`src/rtl/ir_pulse_width_frame_decoder_core_defines.svh`:
```
// Assertion macros shared by the IR frame decoder modules.
`ifndef IR_PULSE_WIDTH_FRAME_DECODER_CORE_DEFINES_SVH
`define IR_PULSE_WIDTH_FRAME_DECODER_CORE_DEFINES_SVH

// The consequent must hold in the same cycle as the antecedent.
`define IRPWFD_ASSERT_NOW(label, clk, rst_n, ante, cons) \
	label: assert property (@(posedge clk) disable iff (!rst_n) (ante) |-> (cons)) \
		else $error("ir frame decoder assertion failed");

// The consequent must hold in the cycle after the antecedent.
`define IRPWFD_ASSERT_NEXT(label, clk, rst_n, ante, cons) \
	label: assert property (@(posedge clk) disable iff (!rst_n) (ante) |=> (cons)) \
		else $error("ir frame decoder assertion failed");

`endif

```
`src/rtl/ir_pwfd_pkg.sv`:
```
// Shared types and constants of the IR pulse-width frame decoder.
package ir_pwfd_pkg;

	localparam int DUR_W = 24;
	localparam int CFG_IDX_W = 3;

	localparam logic [CFG_IDX_W-1:0] REG_START_MIN = 3'd0;
	localparam logic [CFG_IDX_W-1:0] REG_START_MAX = 3'd1;
	localparam logic [CFG_IDX_W-1:0] REG_ONE_MIN = 3'd2;
	localparam logic [CFG_IDX_W-1:0] REG_ONE_MAX = 3'd3;
	localparam logic [CFG_IDX_W-1:0] REG_ZERO_MIN = 3'd4;
	localparam logic [CFG_IDX_W-1:0] REG_ZERO_MAX = 3'd5;

	localparam logic [DUR_W-1:0] START_MIN_RST = 24'd900;
	localparam logic [DUR_W-1:0] START_MAX_RST = 24'd1100;
	localparam logic [DUR_W-1:0] ONE_MIN_RST = 24'd671;
	localparam logic [DUR_W-1:0] ONE_MAX_RST = 24'd871;
	localparam logic [DUR_W-1:0] ZERO_MIN_RST = 24'd157;
	localparam logic [DUR_W-1:0] ZERO_MAX_RST = 24'd357;

	localparam int FRAME_BYTES = 256;
	localparam int BYTE_IDX_W = (FRAME_BYTES > 1) ? $clog2(FRAME_BYTES) : 1;
	localparam logic [BYTE_IDX_W-1:0] LAST_BYTE_IDX = BYTE_IDX_W'(FRAME_BYTES - 1);

	localparam int BIT_IDX_W = 3;
	localparam logic [BIT_IDX_W-1:0] LAST_BIT_IDX = 3'd7;

	localparam int Q_DEPTH = 4;
	localparam int Q_PTR_W = $clog2(Q_DEPTH);
	localparam int Q_CNT_W = $clog2(Q_DEPTH + 1);

	// Window hits of one pulse, as classified by the front end.
	typedef struct packed {
		logic start_hit;
		logic one_hit;
		logic zero_hit;
	} sym_t;

	// Queue status seen by both ends.
	typedef struct packed {
		logic not_empty;
		logic full;
	} q_stat_t;

endpackage

```
`src/rtl/ir_pwfd_front.sv`:
```
// Front end: holds the window registers and classifies each timing word.
module ir_pwfd_front (
	input  logic                                clk,
	input  logic                                arst_n,
	input  logic                                cfg_wr_en,
	input  logic [ir_pwfd_pkg::CFG_IDX_W-1:0]   cfg_index,
	input  logic [ir_pwfd_pkg::DUR_W-1:0]       cfg_data,
	input  logic                                in_valid,
	output logic                                in_ready,
	input  logic [ir_pwfd_pkg::DUR_W-1:0]       duration_us,
	input  logic                                is_pulse,
	input  ir_pwfd_pkg::q_stat_t                q_stat,
	output logic                                push,
	output ir_pwfd_pkg::sym_t                   push_sym
);

	logic [ir_pwfd_pkg::DUR_W-1:0] start_min_q, start_max_q;
	logic [ir_pwfd_pkg::DUR_W-1:0] one_min_q, one_max_q;
	logic [ir_pwfd_pkg::DUR_W-1:0] zero_min_q, zero_max_q;

	always_ff @(posedge clk or negedge arst_n) begin
		if (!arst_n) begin
			start_min_q <= ir_pwfd_pkg::START_MIN_RST;
			start_max_q <= ir_pwfd_pkg::START_MAX_RST;
			one_min_q <= ir_pwfd_pkg::ONE_MIN_RST;
			one_max_q <= ir_pwfd_pkg::ONE_MAX_RST;
			zero_min_q <= ir_pwfd_pkg::ZERO_MIN_RST;
			zero_max_q <= ir_pwfd_pkg::ZERO_MAX_RST;
		end else if (cfg_wr_en) begin
			unique case (cfg_index)
				ir_pwfd_pkg::REG_START_MIN: start_min_q <= cfg_data;
				ir_pwfd_pkg::REG_START_MAX: start_max_q <= cfg_data;
				ir_pwfd_pkg::REG_ONE_MIN: one_min_q <= cfg_data;
				ir_pwfd_pkg::REG_ONE_MAX: one_max_q <= cfg_data;
				ir_pwfd_pkg::REG_ZERO_MIN: zero_min_q <= cfg_data;
				ir_pwfd_pkg::REG_ZERO_MAX: zero_max_q <= cfg_data;
				default: ;
			endcase
		end
	end

	// Spaces are taken and dropped here; only pulses reach the queue.
	assign in_ready = !q_stat.full;
	assign push = in_valid && in_ready && is_pulse;

	always_comb begin
		push_sym.start_hit = (duration_us >= start_min_q) && (duration_us <= start_max_q);
		push_sym.one_hit = (duration_us >= one_min_q) && (duration_us <= one_max_q);
		push_sym.zero_hit = (duration_us >= zero_min_q) && (duration_us <= zero_max_q);
	end

endmodule

```
`src/rtl/ir_pwfd_queue.sv`:
```
// Short flop queue of classified pulses between front and back ends.
`include "ir_pulse_width_frame_decoder_core_defines.svh"

module ir_pwfd_queue (
	input  logic                   clk,
	input  logic                   arst_n,
	input  logic                   push,
	input  ir_pwfd_pkg::sym_t      push_sym,
	input  logic                   pop,
	output ir_pwfd_pkg::sym_t      head_sym,
	output ir_pwfd_pkg::q_stat_t   q_stat
);

	ir_pwfd_pkg::sym_t mem_q [ir_pwfd_pkg::Q_DEPTH];
	logic [ir_pwfd_pkg::Q_PTR_W-1:0] wr_ptr_q, rd_ptr_q;
	logic [ir_pwfd_pkg::Q_CNT_W-1:0] count_q;

	always_ff @(posedge clk) begin
		if (push) begin
			mem_q[wr_ptr_q] <= push_sym;
		end
	end

	always_ff @(posedge clk or negedge arst_n) begin
		if (!arst_n) begin
			wr_ptr_q <= '0;
			rd_ptr_q <= '0;
			count_q <= '0;
		end else begin
			if (push) begin
				wr_ptr_q <= wr_ptr_q + 1'b1;
			end
			if (pop) begin
				rd_ptr_q <= rd_ptr_q + 1'b1;
			end
			if (push && !pop) begin
				count_q <= count_q + 1'b1;
			end else if (pop && !push) begin
				count_q <= count_q - 1'b1;
			end
		end
	end

	assign head_sym = mem_q[rd_ptr_q];
	assign q_stat.not_empty = (count_q != '0);
	assign q_stat.full = (count_q == ir_pwfd_pkg::Q_CNT_W'(ir_pwfd_pkg::Q_DEPTH));

	`IRPWFD_ASSERT_NOW(a_no_overflow, clk, arst_n, q_stat.full, !push)
	`IRPWFD_ASSERT_NOW(a_no_underflow, clk, arst_n, pop, q_stat.not_empty)
	`IRPWFD_ASSERT_NOW(a_count_bound, clk, arst_n, 1'b1,
		count_q <= ir_pwfd_pkg::Q_CNT_W'(ir_pwfd_pkg::Q_DEPTH))
	`IRPWFD_ASSERT_NEXT(a_ptr_track, clk, arst_n, push && !pop,
		wr_ptr_q - rd_ptr_q == ir_pwfd_pkg::Q_PTR_W'(count_q))

endmodule

```
`src/rtl/ir_pwfd_back.sv`:
```
// Back end: frame state, bit assembly and the output register.
`include "ir_pulse_width_frame_decoder_core_defines.svh"

module ir_pwfd_back (
	input  logic                   clk,
	input  logic                   arst_n,
	input  ir_pwfd_pkg::q_stat_t   q_stat,
	input  ir_pwfd_pkg::sym_t      head_sym,
	output logic                   pop,
	output logic                   out_valid,
	input  logic                   out_ready,
	output logic [7:0]             data_byte,
	output logic                   last_byte,
	output logic                   bad_bit
);

	logic                                  in_frame_q;
	logic [ir_pwfd_pkg::BIT_IDX_W-1:0]     bit_index_q;
	logic [ir_pwfd_pkg::BYTE_IDX_W-1:0]    byte_index_q;
	logic [6:0]                            shift_q;
	logic                                  byte_bad_q;
	logic                                  out_valid_q;
	logic [7:0]                            data_q;
	logic                                  last_q;
	logic                                  bad_q;

	logic data_bit;
	logic bit_bad;
	logic emit;
	logic is_last;

	// A pulse is taken whenever the output register is free or being emptied.
	assign pop = q_stat.not_empty && (!out_valid_q || out_ready);
	assign data_bit = head_sym.one_hit;
	assign bit_bad = !head_sym.one_hit && !head_sym.zero_hit;
	assign emit = pop && in_frame_q && (bit_index_q == ir_pwfd_pkg::LAST_BIT_IDX);
	assign is_last = (byte_index_q == ir_pwfd_pkg::LAST_BYTE_IDX);

	always_ff @(posedge clk or negedge arst_n) begin
		if (!arst_n) begin
			in_frame_q <= 1'b0;
			bit_index_q <= '0;
			byte_index_q <= '0;
			shift_q <= '0;
			byte_bad_q <= 1'b0;
			out_valid_q <= 1'b0;
		end else begin
			if (pop) begin
				if (!in_frame_q) begin
					if (head_sym.start_hit) begin
						in_frame_q <= 1'b1;
						bit_index_q <= '0;
						byte_index_q <= '0;
						shift_q <= '0;
						byte_bad_q <= 1'b0;
					end
				end else if (emit) begin
					bit_index_q <= '0;
					shift_q <= '0;
					byte_bad_q <= 1'b0;
					if (is_last) begin
						in_frame_q <= 1'b0;
						byte_index_q <= '0;
					end else begin
						byte_index_q <= byte_index_q + 1'b1;
					end
				end else begin
					bit_index_q <= bit_index_q + 1'b1;
					shift_q <= {shift_q[5:0], data_bit};
					byte_bad_q <= byte_bad_q | bit_bad;
				end
			end
			if (emit) begin
				out_valid_q <= 1'b1;
			end else if (out_ready) begin
				out_valid_q <= 1'b0;
			end
		end
	end

	always_ff @(posedge clk) begin
		if (emit) begin
			data_q <= {shift_q, data_bit};
			last_q <= is_last;
			bad_q <= byte_bad_q | bit_bad;
		end
	end

	assign out_valid = out_valid_q;
	assign data_byte = data_q;
	assign last_byte = last_q;
	assign bad_bit = bad_q;

	`IRPWFD_ASSERT_NOW(a_bits_only_in_frame, clk, arst_n, bit_index_q != '0, in_frame_q)
	`IRPWFD_ASSERT_NOW(a_pop_when_free, clk, arst_n, out_valid_q && !out_ready, !pop)
	`IRPWFD_ASSERT_NEXT(a_last_ends_frame, clk, arst_n, emit && is_last, !in_frame_q)
	`IRPWFD_ASSERT_NEXT(a_emit_fills_output, clk, arst_n, emit, out_valid_q)

endmodule

```
`src/rtl/ir_pulse_width_frame_decoder_core.sv`:
```
// Top level of the IR pulse-width frame decoder.
// Throughput: one timing word per cycle while the pulse queue is not full; a space
// is taken and dropped at once. A byte's eighth pulse is classified and written into
// the pulse queue; when the back end pops it, the byte is loaded into the output register.
// The four-entry pulse queue and the output register absorb output stalls.
// Asynchronous reset restores the default windows and returns to hunting.
module ir_pulse_width_frame_decoder_core (
	input  logic                                clk,
	input  logic                                arst_n,
	input  logic                                cfg_wr_en,
	input  logic [ir_pwfd_pkg::CFG_IDX_W-1:0]   cfg_index,
	input  logic [ir_pwfd_pkg::DUR_W-1:0]       cfg_data,
	input  logic                                in_valid,
	output logic                                in_ready,
	input  logic [ir_pwfd_pkg::DUR_W-1:0]       duration_us,
	input  logic                                is_pulse,
	output logic                                out_valid,
	input  logic                                out_ready,
	output logic [7:0]                          data_byte,
	output logic                                last_byte,
	output logic                                bad_bit
);

	ir_pwfd_pkg::q_stat_t q_stat;
	ir_pwfd_pkg::sym_t    push_sym;
	ir_pwfd_pkg::sym_t    head_sym;
	logic                 push;
	logic                 pop;

	ir_pwfd_front u_front (
		.clk         (clk),
		.arst_n      (arst_n),
		.cfg_wr_en   (cfg_wr_en),
		.cfg_index   (cfg_index),
		.cfg_data    (cfg_data),
		.in_valid    (in_valid),
		.in_ready    (in_ready),
		.duration_us (duration_us),
		.is_pulse    (is_pulse),
		.q_stat      (q_stat),
		.push        (push),
		.push_sym    (push_sym)
	);

	ir_pwfd_queue u_queue (
		.clk      (clk),
		.arst_n   (arst_n),
		.push     (push),
		.push_sym (push_sym),
		.pop      (pop),
		.head_sym (head_sym),
		.q_stat   (q_stat)
	);

	ir_pwfd_back u_back (
		.clk       (clk),
		.arst_n    (arst_n),
		.q_stat    (q_stat),
		.head_sym  (head_sym),
		.pop       (pop),
		.out_valid (out_valid),
		.out_ready (out_ready),
		.data_byte (data_byte),
		.last_byte (last_byte),
		.bad_bit   (bad_bit)
	);

endmodule
```
`config.mk`:
```
export PLATFORM = sky130hd
export DESIGN_NAME = ir_pulse_width_frame_decoder_core
export DESIGN_NICKNAME = d
export VERILOG_FILES = /design/src/rtl/ir_pwfd_pkg.sv /design/src/rtl/ir_pwfd_front.sv /design/src/rtl/ir_pwfd_queue.sv /design/src/rtl/ir_pwfd_back.sv /design/src/rtl/ir_pulse_width_frame_decoder_core.sv
export VERILOG_INCLUDE_DIRS = /design/src /design/src/rtl
export SDC_FILE = /design/constraint.sdc
export NUM_CORES = 1
export LEC_CHECK = 0
export BUFFER_PORTS_ARGS = -buffer_cell sky130_fd_sc_hd__buf_2
export CORE_MARGIN = 4
export CORE_UTILIZATION = 60
export DETAILED_ROUTE_END_ITERATION = 10
export GPL_TIMING_DRIVEN = 0
export PLACE_DENSITY_LB_ADDON = 0.05
export SLEW_MARGIN = 15
export SYNTH_ARGS = -nofsm -noshare
export SYNTH_HDL_FRONTEND = slang
export SYNTH_SLANG_ARGS = --single-unit
```
`constraint.sdc`:
```
create_clock -name clk -period 2.3 [get_ports clk]
set_input_delay 0.115 -clock clk [delete_from_list [all_inputs] [get_ports clk]]
set_output_delay 0.115 -clock clk [all_outputs]
set_load 0.1 [all_outputs]
```
Word-level counts from Yosys, hierarchy flattened. Memories as Yosys holds them, arrays and structs flattened. Cells that the tools add are included.

Add/sub/neg operators: 6. $lt $le $gt $ge: 6. Equal/unequal tests: 9. Mux-type cells: 23. Bitwise gates (word level): 1. Reduce and logical (&&, ||, !) cells: 31.

Operators with widths (number): greater-or-equal comparator 24 bit (3); less-or-equal comparator 24 bit (3); two-way mux 8 bit (4); two-way mux 7 bit (3); two-way mux 3 bit (5); AND reduction 2 bit (7); equality test 3 bit, second input constant (4); logical AND 1 bit (11); two-way mux 1 bit (11); adder 8 x 1 -> 8 bit, second input constant (1); equality test 8 bit, second input constant (1); adder 3 x 1 -> 3 bit, second input constant (2); equality test 3 x 2 -> 1 bit, second input constant (2); zero test 1 bit (6); nonzero test 2 bit (3); adder 2 x 1 -> 2 bit, second input constant (2); equality test 3 x 1 -> 1 bit, second input constant (1); zero test 3 bit (1); AND reduction 3 bit (1); nonzero test 3 bit (1); subtractor 3 x 1 -> 3 bit, second input constant (1); inequality test 2 bit, second input constant (1); logical OR 1 bit (1); OR 1 bit (1).

Bits in registers: 182. Memory bits (writable): 12. Input bits: 57. Output and inout bits: 12. Logic and storage cells: 95. Memories: 1.

Memory list: u_queue.mem_q (depth 4, width 3, rd ports 1, clocked after memory_dff 0, write ports 1, RTL line ir_pwfd_queue.sv:14) `ir_pwfd_pkg::sym_t mem_q [ir_pwfd_pkg::Q_DEPTH];`.

Longest topological paths before layout.
Depth after elaboration: 8. Gate-level depth with buffers: 10. Depth with buffers taken out: 9.

By module. A second synthesis with hierarchy kept.

Cells, all modules: 1051. Area, all modules: 10866.7 um^2.

By module, submodules not included: ir_pwfd_front (times used 1, cells each 902, area each 8744.6 um^2, seq. area each 3643.5 um^2); ir_pwfd_back (times used 1, cells each 99, area each 1291.2 um^2, seq. area each 825.8 um^2); ir_pwfd_queue (times used 1, cells each 50, area each 830.8 um^2, seq. area each 535.5 um^2).

Worst setup path after synthesis. No wires, ideal clock.

Kind: register to register. From: register u_queue.count_q[0] (netlist name). To: register u_queue.count_q[1] (netlist name). Setup time: 0.125 ns. Arrival time: 2.604 ns. Required time: 2.175 ns. Path slack: -0.429 ns. Cell stages (with the launch flop): 9. Path buffers: 1. Clock period less this slack: 2.729 ns. Path through: dfrtp_1 nor2_1 nand2_1 and3_1 clkbuf_1 ha_1 inv_1 fa_1 mux2_2.

Longest elaborated chain between the ends: 7. Elaborated cells between the ends (all ways): 15. Those cells by class: add/sub: 2; eq/ne: 1; mux: 2; reduce/logical: 10.

RTL lines: from (decl) (RTL line ir_pwfd_queue.sv:16) `logic [ir_pwfd_pkg::Q_CNT_W-1:0] count_q;`; from (signal assigned) (RTL line ir_pwfd_queue.sv:37) `count_q <= count_q + 1'b1;`; from (signal assigned) (RTL line ir_pwfd_queue.sv:39) `count_q <= count_q - 1'b1;`; equality test 3 bit (*) (RTL line ir_pwfd_queue.sv:46) `assign q_stat.full = (count_q == ir_pwfd_pkg::Q_CNT_W'(ir_pwfd_pkg::Q_DEPTH));`; zero test 1 bit (*) (RTL line ir_pwfd_front.sv:43) `assign in_ready = !q_stat.full;`; net in_ready (RTL line ir_pulse_width_frame_decoder_core.sv:14) `output logic in_ready,`; logical AND 1 bit (*) (2 in a row) (RTL line ir_pwfd_front.sv:44) `assign push = in_valid && in_ready && is_pulse;`; net push (RTL line ir_pulse_width_frame_decoder_core.sv:27) `logic push;`; zero test 1 bit (RTL line ir_pwfd_queue.sv:38) `end else if (pop && !push) begin`; logical AND 1 bit (RTL line ir_pwfd_queue.sv:38); nonzero test 2 bit (no line).

Mark *: on every way through the listed nets, which the timed path passes. The rest lies on a longest branch. The select of a mux whose other input is x is not followed. A chain may end at the register's enable or synchronous reset.

==> flow_metrics.py <==
metrics = {
    "global_route": {
        "grt_pass1_wl_mm": 42.5,
        "grt.total_usage": 0.271,
        "antenna_found_initial": 0,
        "grt_pass1_vias": 8202,
        "grt_start_max_net_pins": 90,
        "grt_overflow": 0,
    },
    "layout": {
        "n_antenna_cell": 0,
        "drive_gt1_frac": 0.210,
        "final_nets": 1385,
        "fin_area_mm2": 0.0127,
        "fin_cells": 1413,
        "fill_cells": 1254,
        "layout-area-overhead-vs-synth_pct": 18.2,
    },
    "synth": {
        "synthCells": 1058,
        "yosysTopAreaCellShare": 0.325,
        "ys_seq_elements": 194,
        "ys_top_cells_by_area": "dfrtp_1, ha_1, dfstp_2, edfxtp_1, mux2_2",
        "synth_edf_count": 22,
        "async_reset_ff_frac": 0.887,
        "synth_common_cells": "ha_1, inv_1, dfrtp_1",
        "synth_top_area_cell": "dfrtp_1",
        "synth_warnings": 0,
        "ys_seq_area_frac": 0.464,
        "synth.avg_cell_area_um2": 10.2,
        "synth-main-ff-cell": "dfrtp_1",
        "ys_types": 52,
        "syn-num-nets": 1268,
        "synthMostInstantiatedCell": "ha_1",
        "synth_area_mm2": 0.0108,
    },
    "clock_tree": {
        "cts_buffers": 17,
        "clk_latency_ns": 0.44,
        "htreeDepth": 4,
        "cts_tree": "done",
        "clk_pin_slew_ns": 0.07,
        "cts-root-buf": "clkbuf_16",
        "clockBufferDepth": 2,
        "clock-sinks": 194,
    },
    "setup_path": {
        "cp-endpoint": "u_queue.mem_q[3][0]$_DFFE_PP_",
        "path_max_fanout": 4,
        "max_stage_delay_ns": 0.52,
        "cp-end-kind": "register",
        "worst_setup_path_start_kind": "register",
        "cp.required_ns": 2.46,
        "worstPathArrival_ns": 2.48,
        "cpMaxStageDelayCell": "dfstp_2",
        "rr_worst_depth": 8,
        "crit_chain": "inv_1, ha_1, a211o_1, a31oi_4, nor4_4, o21ai_2, a2111oi_4, a2bb2oi_4",
        "timing.rr.start": "u_front.zero_min_q[2]$_DFFE_PN1P_",
        "startpoint": "u_front.zero_min_q[2]$_DFFE_PN1P_",
        "rr_endpoint": "u_queue.mem_q[3][0]$_DFFE_PP_",
        "crit_type": "reg -> reg",
        "timing.reg2reg.setup_slack_ns": -0.02,
    },
    "detailed_routing": {
        "drt_iter0_markers": 543,
        "drt_pass1_iterations": 5,
        "finalWirelength_mm": 26.3,
        "vias": 8186,
        "vias_per_cell": 5.79,
        "detail_route.wl_per_cell_um": 18.6,
        "ant_nets": 0,
        "drc": 0,
    },
    "timing": {
        "tightest_slew_ns": 0.784,
        "rsz0062_at_grt": "true",
        "fin_tns_setup_ns": -0.0656,
        "fmax_mhz": 432,
        "fin_crit_sh": 1.01,
        "setup_viol": 4,
        "finalHoldViolations": 0,
        "finalWorstSetupSlack_ns": -0.0168,
        "slew_headroom": 0.478,
        "finalMaxSlewViolations": 0,
        "skew_ns": 0.00768,
        "post-route-min-period_ns": 2.32,
    },
    "floorplanning": {
        "die_h_um": 142,
        "rows": 48,
        "dieArea_mm2": 0.0202,
        "start_util": 0.617,
        "core_area_mm2": 0.0175,
        "pin_count": 69,
        "die_w_um": 142,
    },
    "hold_path": {
        "hold_path_class": "in -> reg",
        "whs_path_depth": 3,
        "min-delay-start": "cfg_data[15]",
    },
    "job": {
        "cap_violations": 0,
    },
    "placement": {
        "port-buffer-count": 68,
        "gp_congestion": 0.841,
        "dpl.hpwl_mm": 18.3,
        "place_area_mm2": 0.0115,
        "dpl.cell_count": 1352,
    },
    "pwr": {
        "p_per_area_mw_per_mm2": 908,
        "ir_worst_vdd_v": 0.000735,
        "leakagePower_nw": 5.94,
    },
    "outcome": {
        "violations": "negative setup slack",
        "outcome": "finished with violations",
    },
}
[per-stage QoR]
step | power, W | setup WS (ns) | util | hold WS (ns)
finish | 0.0116 | -0.0168 | 0.729 | 0.0144
global route | 0.0123 | -0.135 | 0.729 | 0.0225
CTS | 0.0115 | -0.00309 | 0.717 | 0.000874
detailed placement | 0.00825 | -0.664 | 0.655 | 0.159
global placement | 0.00810 | -1.93 | 0.653 | 0.389
floorplan | 0.00729 | 0.0162 | - | -0.181
[critical path, delay by kind of cell (launching register included)]
kind	cells	cell delay, ns
flip-flops	1	0.52
buffers and inverters	1	0.06
AO/OA/AOI/OAI	5	1.08
adder cells (fa/ha/maj)	1	0.32
AND/OR/NAND/NOR	1	0.07
[timing repair]
| action | in CTS | in global routing |
|---|---|---|
| endpoints found under the hold margin | 143 | 0 |
| hold buffers | 24 | 0 |
| setup endpoints to repair | 12 | 14 |
| pin swaps | 14 | 16 |
| resized for setup | 35 | 35 |
| setup buffers | 4 | 3 |
[cell type report]
type                       count  area, um2  share of cell area
sequential                   194       5010               0.393
timing repair buffer         100        671              0.0526
inverter                     148        556              0.0436
buffer                        28        115             0.00903
multi-input combinational    686       5520               0.433
clock inverter                12        119             0.00933
clock buffer                  20        478              0.0375
tap                          225        282              0.0221
[metal layers]
layer / routed length [um] / up-vias / GRT usage / part of all wire
li1: - / 3905 / - / -
met1: 11600 / 4026 / 0.369 / 0.44
met2: 12600 / 207 / 0.445 / 0.48
met3: 1380 / 48 / 0.0491 / 0.053
met4: 645 / 0 / 0.0843 / 0.025
met5: 0 / - / 0 / 0
[cells by family (layout without fill, tap and decap cells)]
kind of cell / after synthesis / after routing / share of synthesized area
simple gates: 242 / 242 / 0.102
compound gates: 227 / 227 / 0.124
flops: 194 / 194 / 0.464
buf+inv: 178 / 308 / 0.0629
fa+ha+maj: 153 / 153 / 0.178
mux: 58 / 58 / 0.0637
xor+xnor: 6 / 6 / 0.00487
[flip-flops by register name, summed over array words and instances, names as in the netlist]
name,count
u_front.zero_max_q,24
u_queue.mem_q,12
u_front.zero_min_q,24
u_front.one_min_q,24
u_queue.rd_ptr_q,2
u_back.data_byte,8
u_back.shift_q,7
u_back.byte_index_q,8
u_back.bad_bit,1
u_back.in_frame_q,1
u_back.bit_index_q,3
u_queue.count_q,3
u_back.out_valid,1
u_back.byte_bad_q,1
u_back.last_byte,1
u_queue.wr_ptr_q,2
u_front.one_max_q,24
u_front.start_min_q,24
u_front.start_max_q,24
[where the power goes]
group / switching [W] / internal, W
clock network: 0.00138 / 0.00164
logic: 0.00222 / 0.00158
registers: 0.000374 / 0.00438
[placed cells by master, fill, tap and decap left out, types with 9 or more instances in the layout]
master / n
nand4_1: 24
dfstp_2: 32
a21o_1: 14
clkbuf_1: 25
a22o_1: 13
buf_2: 69
nor2_1: 27
dlygate4sd3_1: 24
nand3_1: 21
edfxtp_1: 22
a21oi_1: 48
ha_4: 9
nand2_1: 131
inv_1: 141
dfrtp_1: 139
clkbuf_16: 18
ha_1: 143
mux2_2: 55
o21ai_0: 105
[how the worst min path moves through the flow]
stage	endpoint	slack (ns)
after floorplan	u_back.bit_index_q[0]$_DFFE_PN0P_	-0.18
final	u_front.start_min_q[15]$_DFFE_PN0P_	0.01
after global placement	u_front.one_min_q[7]$_DFFE_PN1P_	0.39
after global routing	u_front.one_min_q[15]$_DFFE_PN0P_	0.02
after CTS	u_front.start_min_q[15]$_DFFE_PN0P_	0.0009
after detailed placement	u_back.byte_index_q[3]$_DFFE_PN0P_	0.16
Power figures use the tool's default switching activity.
